==> config.mk <==
export PLATFORM = sky130hd
export DESIGN_NAME = gbaqp_ctrl
export DESIGN_NICKNAME = d
export VERILOG_FILES = /design/src/design/gbaqp_pkg.sv /design/src/design/gbaqp_ctrl.sv
export SDC_FILE = /design/constraint.sdc
export NUM_CORES = 1
export LEC_CHECK = 0
export ABC_CLOCK_PERIOD_IN_PS = 1500
export BUFFER_PORTS_ARGS = -buffer_cell sky130_fd_sc_hd__buf_2
export CORE_AREA = 2 2 39 41
export DETAILED_ROUTE_END_ITERATION = 16
export DIE_AREA = 0 0 41 43
export GPL_TIMING_DRIVEN = 0
export REMOVE_ABC_BUFFERS = 1
export SYNTH_ARGS = -nofsm -noshare
export SYNTH_HDL_FRONTEND = slang
export SYNTH_SLANG_ARGS = --single-unit
==> constraint.sdc <==
create_clock -name clk -period 1.5 [get_ports clk]
set_clock_uncertainty 0.2 [all_clocks]
set_input_delay 0.3 -clock clk [delete_from_list [all_inputs] [get_ports clk]]
set_output_delay 0.3 -clock clk [all_outputs]
set_load 0.01 [all_outputs]
==> src/design/gbaqp_pkg.sv <==
// ----------------------------------------------------------------------------
// gbaqp_pkg: shared types and constants for the GOP bit allocation core
// Field widths, register indexes, frame type codes and the command and
// status words that join the controller and the datapath.
// ----------------------------------------------------------------------------
package gbaqp_pkg;

  localparam int MAX_FRAMES_DEF = 16;

  localparam int BR_W       = 27;
  localparam int FR_W       = 8;
  localparam int QP_W       = 6;
  localparam int TW_W       = 8;
  localparam int FT_W       = 2;
  localparam int CPLX_W     = 12;
  localparam int W_W        = 20;
  localparam int TOT_W      = 24;
  localparam int IDX_OUT_W  = 4;
  localparam int BITS_W     = 31;
  localparam int QPO_W      = 12;
  localparam int CFG_IDX_W  = 3;
  localparam int CFG_DATA_W = 27;
  localparam int DEN_W      = 32;
  localparam int LOG_FRAC   = 20;
  localparam int LOG_W      = 25;
  localparam int MANT_W     = 31;
  localparam int K_W        = 5;
  localparam int V_W        = 40;

  localparam logic [TOT_W-1:0] TOTAL_MAX = {TOT_W{1'b1}};
  localparam int QP_MAX = 2047;
  localparam int QP_MIN = -1024;

  // Register indexes
  localparam logic [CFG_IDX_W-1:0] REG_BITRATE    = 3'd0;
  localparam logic [CFG_IDX_W-1:0] REG_FRAME_RATE = 3'd1;
  localparam logic [CFG_IDX_W-1:0] REG_REF_QP     = 3'd2;
  localparam logic [CFG_IDX_W-1:0] REG_W_INTRA    = 3'd3;
  localparam logic [CFG_IDX_W-1:0] REG_W_PRED     = 3'd4;
  localparam logic [CFG_IDX_W-1:0] REG_W_BIDIR    = 3'd5;

  // Frame type codes
  localparam logic [FT_W-1:0] FT_INTRA = 2'd0;
  localparam logic [FT_W-1:0] FT_PRED  = 2'd1;
  localparam logic [FT_W-1:0] FT_BIDIR = 2'd2;

  typedef struct packed {
    logic load;
    logic rd;
    logic mul1;
    logic mul2;
    logic div_go;
    logic log_go;
    logic log_sel_t;
    logic cap_lx;
    logic cap_lt;
    logic emit;
    logic idx_inc;
    logic clear;
  } gbaqp_cmd_t;

  typedef struct packed {
    logic zero_w;
    logic last_idx;
    logic log_done;
    logic div_done;
  } gbaqp_stat_t;

endpackage

==> src/design/gbaqp_ctrl.sv <==
// ----------------------------------------------------------------------------
// gbaqp_ctrl: sequencer of the GOP bit allocation core
// Takes frames while idle; on the last frame walks the stored group and
// runs the multiply, divide and log2 steps for each entry of nonzero weight.
// ----------------------------------------------------------------------------
module gbaqp_ctrl (
  input  logic                    clk,
  input  logic                    rst,
  input  logic                    start,
  input  logic                    last_frame,
  input  gbaqp_pkg::gbaqp_stat_t  stat,
  output gbaqp_pkg::gbaqp_cmd_t   cmd,
  output logic                    busy,
  output logic                    done
);

  localparam logic [3:0] S_IDLE  = 4'd0;
  localparam logic [3:0] S_READ  = 4'd1;
  localparam logic [3:0] S_MUL1  = 4'd2;
  localparam logic [3:0] S_MUL2  = 4'd3;
  localparam logic [3:0] S_XGO   = 4'd4;
  localparam logic [3:0] S_XWAIT = 4'd5;
  localparam logic [3:0] S_TGO   = 4'd6;
  localparam logic [3:0] S_TWAIT = 4'd7;
  localparam logic [3:0] S_OUT   = 4'd8;

  logic [3:0] state;
  logic [3:0] state_next;

  // Advance the state
  always_ff @(posedge clk) begin
    if (rst) begin
      state <= S_IDLE;
    end else begin
      state <= state_next;
    end
  end

  // Next state and commands
  always_comb begin
    state_next = state;
    cmd        = '0;
    case (state)
      S_IDLE: begin
        if (start) begin
          cmd.load = 1'b1;
          if (last_frame) state_next = S_READ;
        end
      end
      S_READ: begin
        cmd.rd     = 1'b1;
        state_next = S_MUL1;
      end
      S_MUL1: begin
        cmd.mul1   = 1'b1;
        state_next = stat.zero_w ? S_OUT : S_MUL2;
      end
      S_MUL2: begin
        cmd.mul2   = 1'b1;
        state_next = S_XGO;
      end
      S_XGO: begin
        cmd.div_go = 1'b1;
        cmd.log_go = 1'b1;
        state_next = S_XWAIT;
      end
      S_XWAIT: begin
        if (stat.log_done) begin
          cmd.cap_lx = 1'b1;
          state_next = S_TGO;
        end
      end
      S_TGO: begin
        cmd.log_go    = 1'b1;
        cmd.log_sel_t = 1'b1;
        state_next    = S_TWAIT;
      end
      S_TWAIT: begin
        cmd.log_sel_t = 1'b1;
        if (stat.log_done && stat.div_done) begin
          cmd.cap_lt = 1'b1;
          state_next = S_OUT;
        end
      end
      S_OUT: begin
        cmd.emit = 1'b1;
        if (stat.last_idx) begin
          cmd.clear  = 1'b1;
          state_next = S_IDLE;
        end else begin
          cmd.idx_inc = 1'b1;
          state_next  = S_READ;
        end
      end
      default: state_next = S_IDLE;
    endcase
  end

  assign busy = (state != S_IDLE);
  assign done = cmd.emit;

endmodule

==> results of run 1 <==
==> synthesized netlist by cell type, types with 2 or more instances <==
library cell,count
and3_1,3
nand2b_1,2
nor2_1,7
dfxtp_1,4
nor2b_1,3
and2_1,2
o21ai_0,2
buf_4,2
a21oi_1,2
buf_2,2
nand2_1,5
nor3_1,5
==> worst max path at each step <==
stage	startpoint	end	depth (start not counted)
finish	state[2]	cmd[1]	4
global route	state[2]	cmd[1]	4
global placement	state[3]	state[3]	4
floorplan	state[0]	cmd[1]	3
CTS	state[2]	cmd[1]	4
detailed placement	state[3]	state[3]	4
==> worst max-delay path: stages, from the launching register on <==
cell,delay [ps]
dfxtp_4,350
nor3_4,200
and2_4,160
nor2b_1,110
buf_2,130
==> layout by cell type, fill, tap and decap left out <==
master,count
a21oi_1,2
inv_1,1
a2111oi_2,1
and3_1,3
inv_2,1
nand2_1,5
nor2b_1,2
nor2b_4,1
nor2_1,5
a211oi_1,1
and2_1,1
a21o_1,1
nor2_2,2
buf_2,19
nand3_1,1
nand2b_1,1
buf_4,10
mux2_2,1
nor3_4,1
o21a_1,1
dfxtp_4,4
buf_6,3
o21ai_0,2
nor3_2,1
clkbuf_4,3
a2111oi_0,1
nor3_1,4
and2_4,1
nand2b_4,2
a211oi_4,1
xnor2_1,1
==> power breakdown <==
group | switching [µW] | internal [µW] | total, µW
Sequential | 4.80 | 104 | 108
Clock | 40.9 | 89.3 | 130
Combinational | 30.7 | 35.7 | 66.4
==> cells by family (layout without fill, tap and decap cells) <==
kind of cell              Yosys count  after routing
DFF                                 4              4
xor gates and xnor gates            1              1
and+or+nand+nor                    30             30
muxes                               1              1
buffers and inverters               7             37
AOI/OAI and AO/OA                  10             10
==> routing by layer <==
| layer | GRT usage, % | up-vias | wire length, µm |
|---|---|---|---|
| li1 | - | 244 | - |
| met1 | 16.7 | 220 | 457 |
| met2 | 19.4 | 12 | 498 |
| met3 | 1.57 | 4 | 45 |
| met4 | 13.3 | 0 | 44 |
| met5 | 0 | - | 0 |
==> cell type report <==
class / instances / area [µm²] / share of cell area [%]
multi-input combinational: 42 / 302 / 46.3
clock buffer: 3 / 22.5 / 3.46
tap: 16 / 20.0 / 3.08
sequential: 4 / 95.1 / 14.6
timing repair buffer: 32 / 204 / 31.3
inverter: 2 / 7.51 / 1.15
==> stage by stage <==
stage	setup slack [ps]	power [µW]	hold WS, ps
3_5_place_dp	-216	165	334
6_report	-191	305	84.7
5_1_grt	-248	328	83.5
4_1_cts	-206	312	74.4
3_3_place_gp	-216	165	325
2_1_floorplan	-133	142	172
==> repair_timing <==
action	CTS	global route
gates resized for setup	18	2
pin swaps	3	3
buffers inserted	11	0
gates cloned	0	0
endpoints found under the setup margin	16	16
==> impl_metrics.tcl, run 1 <==
set metrics [dict create \
    crit_type "flip-flop to output port" \
    p_per_area_nw_per_um2 469 \
    clkTransAtPathRegs_ps 40 \
    grt_util_all_layers_pct 13.8 \
    root_buffer "clkbuf_4" \
    end_kind "output port" \
    synth_simple_gate_area_share_pct 42.9 \
    nNetsFinal 93 \
    hold_depth 2 \
    synth_ff_type "dfxtp_1" \
    max_slew_margin_pct 75.9 \
    crit_arrival_ps 1190 \
    cts_tree "done" \
    maxCapViolations 0 \
    syn_avg_cell_area_um2 7.11 \
    syn_area_um2 377 \
    reg2reg_depth 5 \
    crit_path_start_kind "flip-flop" \
    fmax_mhz 591 \
    top_register "state" \
    first_pass_iters 4 \
    reg_top3 "state (4)" \
    final_area_um2 651 \
    min_from "rst" \
    drc 0 \
    gp_congestion 0.813 \
    placed_area_um2 473 \
    via_per_inst 4.85 \
    synth_mux_area_share_pct 2.99 \
    drtIter0Drc 6 \
    r2r_start "state[1]" \
    cts_max_level 1 \
    area_growth_pct 72.8 \
    reg2reg_slack_ps 50 \
    clockBufferDepth 2 \
    hold_viol_final 0 \
    hpwl_um 661 \
    start_util_pct 27.2 \
    static-leakage-power_uw 0.000327 \
    largest_register_ffs 4 \
    synth-edff-count 0 \
    final.setup.worst_slack_ps -191 \
    drv_slew 0 \
    post_synth_xor_area_fraction_pct 2.33 \
    core_area_um2 1380 \
    worst_hold_path_type "primary input to flip-flop" \
    synth_top_area_share_pct 21.3 \
    synth-seq-cells 4 \
    antenna_found_initial 0 \
    worstReg2RegEnd "state[3]" \
    fillers 133 \
    yosys.area.top_type "dfxtp_1" \
    holdPathEnd "state[2]" \
    vias 480 \
    die_w_um 41 \
    rsz0062_at_grt "yes" \
    grt_pass1_wl_um 1640 \
    ys_seq_area_share_pct 21.3 \
    synth_top_family_by_area "simple AND/OR/NAND/NOR gates" \
    worst_pin_slew_ps 352 \
    synth_area_leaders "dfxtp_1 21%, nor2_1 7.0%, nor3_1 6.6%, and3_1 5.0%, nand2_1 5.0%" \
    wl_um 1050 \
    status "complete, but fails checks" \
    fp.dieH_um 43 \
    async_reset_ff_share_pct 0 \
    portBuffers 21 \
    cp_max_fo 4 \
    drtAntennaViolNets 0 \
    ys_types 26 \
    ctsHoldBuffers 0 \
    synthAdderAreaFrac_pct 0 \
    finalSetupTns_ps -1480 \
    drive_gt1_share_pct 61.4 \
    dieArea_um2 1760 \
    cts_num_sinks 4 \
    violations "setup timing" \
    grt_max_degree 14 \
    dp.cells 85 \
    period_needed_ps 1690 \
    wl_per_cell_um 10.6 \
    numCtsBuffers 3 \
    syn_inst 53 \
    instances_no_fill 99 \
    antennaDiodeCount 0 \
    grt_overflow_total 0 \
    io_pins 22 \
    grt_pass1_vias 414 \
    rows 14 \
    clk_latency_ps 230 \
    ys_warn_count 0 \
    ir_drop_v 0.000322 \
    fin_crit_sh_pct 113 \
    fin_util_pct 47.0 \
    worstPathRequired_ps 1000 \
    synth_compound_area_share_pct 20.9 \
    setup_violations 14 \
]
Note: power is estimated with default switching activity, not from simulation.
==> inputs of run 2 (changes only) <==
Settings changed: RECOVER_POWER from default to 100.
==> run 2 against run 1 <==
Compared with the run above:
- largest power group unchanged
- die area unchanged
- routed wire length down 0.29%
- total power down 0.36%
- the run still ends with setup timing left
- highest routed layer unchanged
- largest cell class unchanged
==> impl_metrics.tcl, run 2 (synthesis results as in run 1) <==
set metrics [dict create \
    status "complete, but fails checks" \
    violations "setup timing" \
    crit_type "flip-flop to output port" \
    start_util_pct 27.2 \
    mostFrequentLayoutCell "buf_2" \
    mostFrequentLayoutCells "19 x buf_2, 10 x buf_4, 5 x nand2_1, 5 x nor2_1" \
    dieArea_um2 1760 \
    setup_violations 14 \
    max_slew_margin_pct 75.9 \
    clockBufferDepth 2 \
    antenna_found_initial 0 \
    clkTransAtPathRegs_ps 40 \
    period_needed_ps 1700 \
    worst_hold_path_type "primary input to flip-flop" \
    hold_viol_final 0 \
    rsz0062_at_grt "yes" \
    die_w_um 41 \
    first_pass_iters 4 \
    fp.dieH_um 43 \
    maxCapViolations 0 \
    largest_register_ffs 4 \
    crit_path_start_kind "flip-flop" \
    via_per_inst 4.80 \
    p_per_area_nw_per_um2 473 \
    drtAntennaViolNets 0 \
    grt_overflow_total 0 \
    drc 0 \
    end_kind "output port" \
    numCtsBuffers 3 \
    grt_max_degree 14 \
    grt_pass1_vias 414 \
    r2r_start "state[1]" \
    ir_drop_v 0.000322 \
    drtIter0Drc 4 \
    crit_path_start "state[2]" \
    worst_pin_slew_ps 353 \
    io_pins 22 \
    top_register "state" \
    static-leakage-power_uw 0.000327 \
    cp_max_fo 4 \
    gp_congestion 0.813 \
    pre_cts_slack_ps -216 \
    area_growth_pct 70.8 \
    root_buffer "clkbuf_4" \
    finalPower_uw 304 \
    cts_tree "done" \
    fin_crit_sh_pct 113 \
    antennaDiodeCount 0 \
    clk_latency_ps 230 \
    grt_pass1_wl_um 1640 \
    nNetsFinal 93 \
    portBuffers 21 \
    min_from "rst" \
    rows 14 \
    finalSetupTns_ps -1480 \
    worstPathRequired_ps 1000 \
    fillers 133 \
    crit_arrival_ps 1200 \
    final.setup.worst_slack_ps -196 \
    drive_gt1_share_pct 61.4 \
    wl_um 1040 \
    cts_max_level 1 \
    vias 475 \
    grt_util_all_layers_pct 13.8 \
    drv_slew 0 \
    fin_hold_ws_ps 85.9 \
    fmax_mhz 590 \
    wl_per_cell_um 10.5 \
    core_area_um2 1380 \
    hpwl_um 661 \
    cts_num_sinks 4 \
    reg_top3 "state (4)" \
]
==> run 2: cell counts in the layout (fill, tap and decap cells not counted) <==
Identical to the previous run, type by type.
==> run 2: timing repair <==
item | CTS | global route
gates resized for setup | 18 | 2
endpoints found under the setup margin | 16 | 16
cloned | 0 | 0
hold buffers | 0 | 0
pin swaps | 3 | 3
buffers inserted | 11 | 0
==> run 2: metal layers <==
| layer | share of wire, % | track usage [%] |
|---|---|---|
| met4 | 4.2 | 13.3 |
| met1 | 43 | 16.7 |
| met5 | 0 | 0 |
| met2 | 48 | 19.4 |
| met3 | 4.6 | 1.57 |
==> run 2: worst paths after layout <==
| kind | slack (ps) | to | depth (start not counted) |
|---|---|---|---|
| worst min-delay path | 90 | state[2] | 2 |
| worst max-delay path | -200 | cmd[1] | 4 |
| worst min register to register | 430 | state[2] | 3 |
| worst max register to register | 60 | state[3] | 5 |
==> run 2: power by group <==
part | internal (µW) | switching (µW)
combinational | 35.6 | 29.6
clock | 89.3 | 40.9
sequential | 104 | 4.86
==> run 2: layout make-up <==
cell class / count / area (µm²) / area share (%)
multi-input combinational: 42 / 294 / 45.7
timing repair buffer: 32 / 204 / 31.7
sequential: 4 / 95.1 / 14.8
clock buffer: 3 / 22.5 / 3.50
tap: 16 / 20.0 / 3.11
inverter: 2 / 7.51 / 1.17
==> run 2: stage by stage <==
step,utilization [%],instance area (µm²),cells
after floorplan,-,348,48
after global placement,34.2,473,85
after detailed placement,34.2,473,85
after CTS,46.1,638,99
after global routing,46.5,643,99
final,46.5,643,99
==> run 2: critical path, stage by stage, from the launching register on <==
cell and delay, ps:
dfxtp_4 350, nor3_4 200, and2_4 170, nor2b_1 110
buf_2 130
==> inputs of run 3 (changes only) <==
Settings changed: SETUP_SLACK_MARGIN from default to 0.4.
==> run 3 against run 2 <==
Compared with the run above:
- the flow still finishes with violations (setup timing)
- non-clock buffer count increased by 1
- sequential power about the same
- via count increased by 4.4%
- sequential share of layout area decreased by 0.58 points
- clock power about the same
- total power increased by 1.8%
- register-to-register slack got worse by 20 ps
- hold slack improved by 2.9 ps
- count of clock-buffer cells in the layout unchanged
==> impl_metrics.tcl, run 3 (synthesis results as in run 1) <==
set metrics [dict create \
    ir_drop_v 0.000323 \
    io_pins 22 \
    cpMaxStageDelayCell "dfxtp_4" \
    clockBufferDepth 2 \
    max_slew_margin_pct 75.6 \
    gp_congestion 0.813 \
    crit_path_start_kind "flip-flop" \
    grt_pass1_wl_um 1730 \
    hold_viol_final 0 \
    worstPathRequired_ps 1000 \
    area_growth_pct 77.7 \
    grt_overflow_total 0 \
    setup_violations 14 \
    period_needed_ps 1690 \
    cts_max_level 1 \
    placed_area_um2 473 \
    clkTransAtPathRegs_ps 40 \
    regArea_um2 95.1 \
    drv_slew 0 \
    rsz0062_at_grt "yes" \
    max_stage_delay_ps 350 \
    multiInputGateArea_um2 309 \
    via_per_inst 4.96 \
    drive_gt1_share_pct 64.3 \
    end_kind "output port" \
    fp.dieH_um 43 \
    start_util_pct 27.2 \
    grt_max_degree 14 \
    grt_util_all_layers_pct 14.7 \
    drtAntennaViolNets 0 \
    portBuffers 21 \
    drtIter0Drc 5 \
    die_w_um 41 \
    fmax_mhz 591 \
    nNetsFinal 94 \
    violations "setup timing" \
    antennaDiodeCount 0 \
    static-leakage-power_uw 0.000341 \
    wl_per_cell_um 11.7 \
    p_per_area_nw_per_um2 462 \
    final_area_um2 669 \
    first_pass_iters 4 \
    top_register "state" \
    crit_type "flip-flop to output port" \
    core_area_um2 1380 \
    reg_top3 "state (4)" \
    cp_cell_sequence "nor3_4, and2_4, nor2b_1, buf_2" \
    mostFrequentLayoutCells "19 x buf_2, 9 x buf_4, 5 x nand2_1, 5 x nor2_1" \
    worst_hold_path_type "primary input to flip-flop" \
    crit_arrival_ps 1190 \
    cts_num_sinks 4 \
    mostFrequentLayoutCell "buf_2" \
    fin_util_pct 48.4 \
    status "complete, but fails checks" \
    maxCapViolations 0 \
    finalPower_uw 309 \
    pre_cts_slack_ps -216 \
    hpwl_um 661 \
    final.setup.worst_slack_ps -192 \
    vias 496 \
    fin_crit_sh_pct 113 \
    antenna_found_initial 0 \
    dieArea_um2 1760 \
    largest_register_ffs 4 \
    fillers 134 \
    wl_um 1170 \
    rows 14 \
    numCtsBuffers 3 \
    cts_tree "done" \
    drc 0 \
    clk_latency_ps 230 \
    cp_max_fo 4 \
    grt_pass1_vias 441 \
    root_buffer "clkbuf_4" \
    worst_pin_slew_ps 357 \
]
## run 3: layout make-up
class	instances	share of cell area [%]
Tap cell	16	2.99
Clock buffer	3	3.36
Multi-Input combinational cell	42	46.2
Inverter	2	1.12
Timing Repair Buffer	33	32.1
Sequential cell	4	14.2
## run 3: worst max-delay path: cells and delay by family (launching register included)
kind	cells	cell delay (ps)
AND/OR/NAND/NOR	3	470
flip-flops	1	350
buffers and inverters	1	130
## run 3: per-layer routing
metal  wire length [µm]  track usage, %
met3                 61            1.57
met2                612            21.9
met4                 16            13.3
met5                  0               0
met1                477            17.1
## run 3: power by group
part / internal, µW / switching (µW)
combinational: 38.1 / 32.3
sequential: 104 / 4.88
clock: 89.3 / 41.2
total: 231 / 78.4
## run 3: path summary, 6_finish.rpt
kind | from | end | slack, ps | cells past startpoint
setup reg to reg | state[2] | state[0] | 40 | 6
setup / recovery | state[2] | cmd[1] | -190 | 4
hold / removal | rst | state[2] | 90 | 2
hold reg to reg | state[3] | state[2] | 420 | 3
## run 3: timing repair
action                                  CTS  global route
pin swaps                                 4             1
resized for setup                        22             2
hold buffers                              0             0
endpoints found under the setup margin   18            18
buffers inserted                         12             0
## run 3: through the flow
step	hold slack, ps	std cells	TNS (ps)
final	88.8	100	-1450
after global routing	87.8	100	-2330
after floorplan	172	48	-169
after CTS	74.4	100	-1590
after global placement	325	85	-905
after detailed placement	334	85	-974
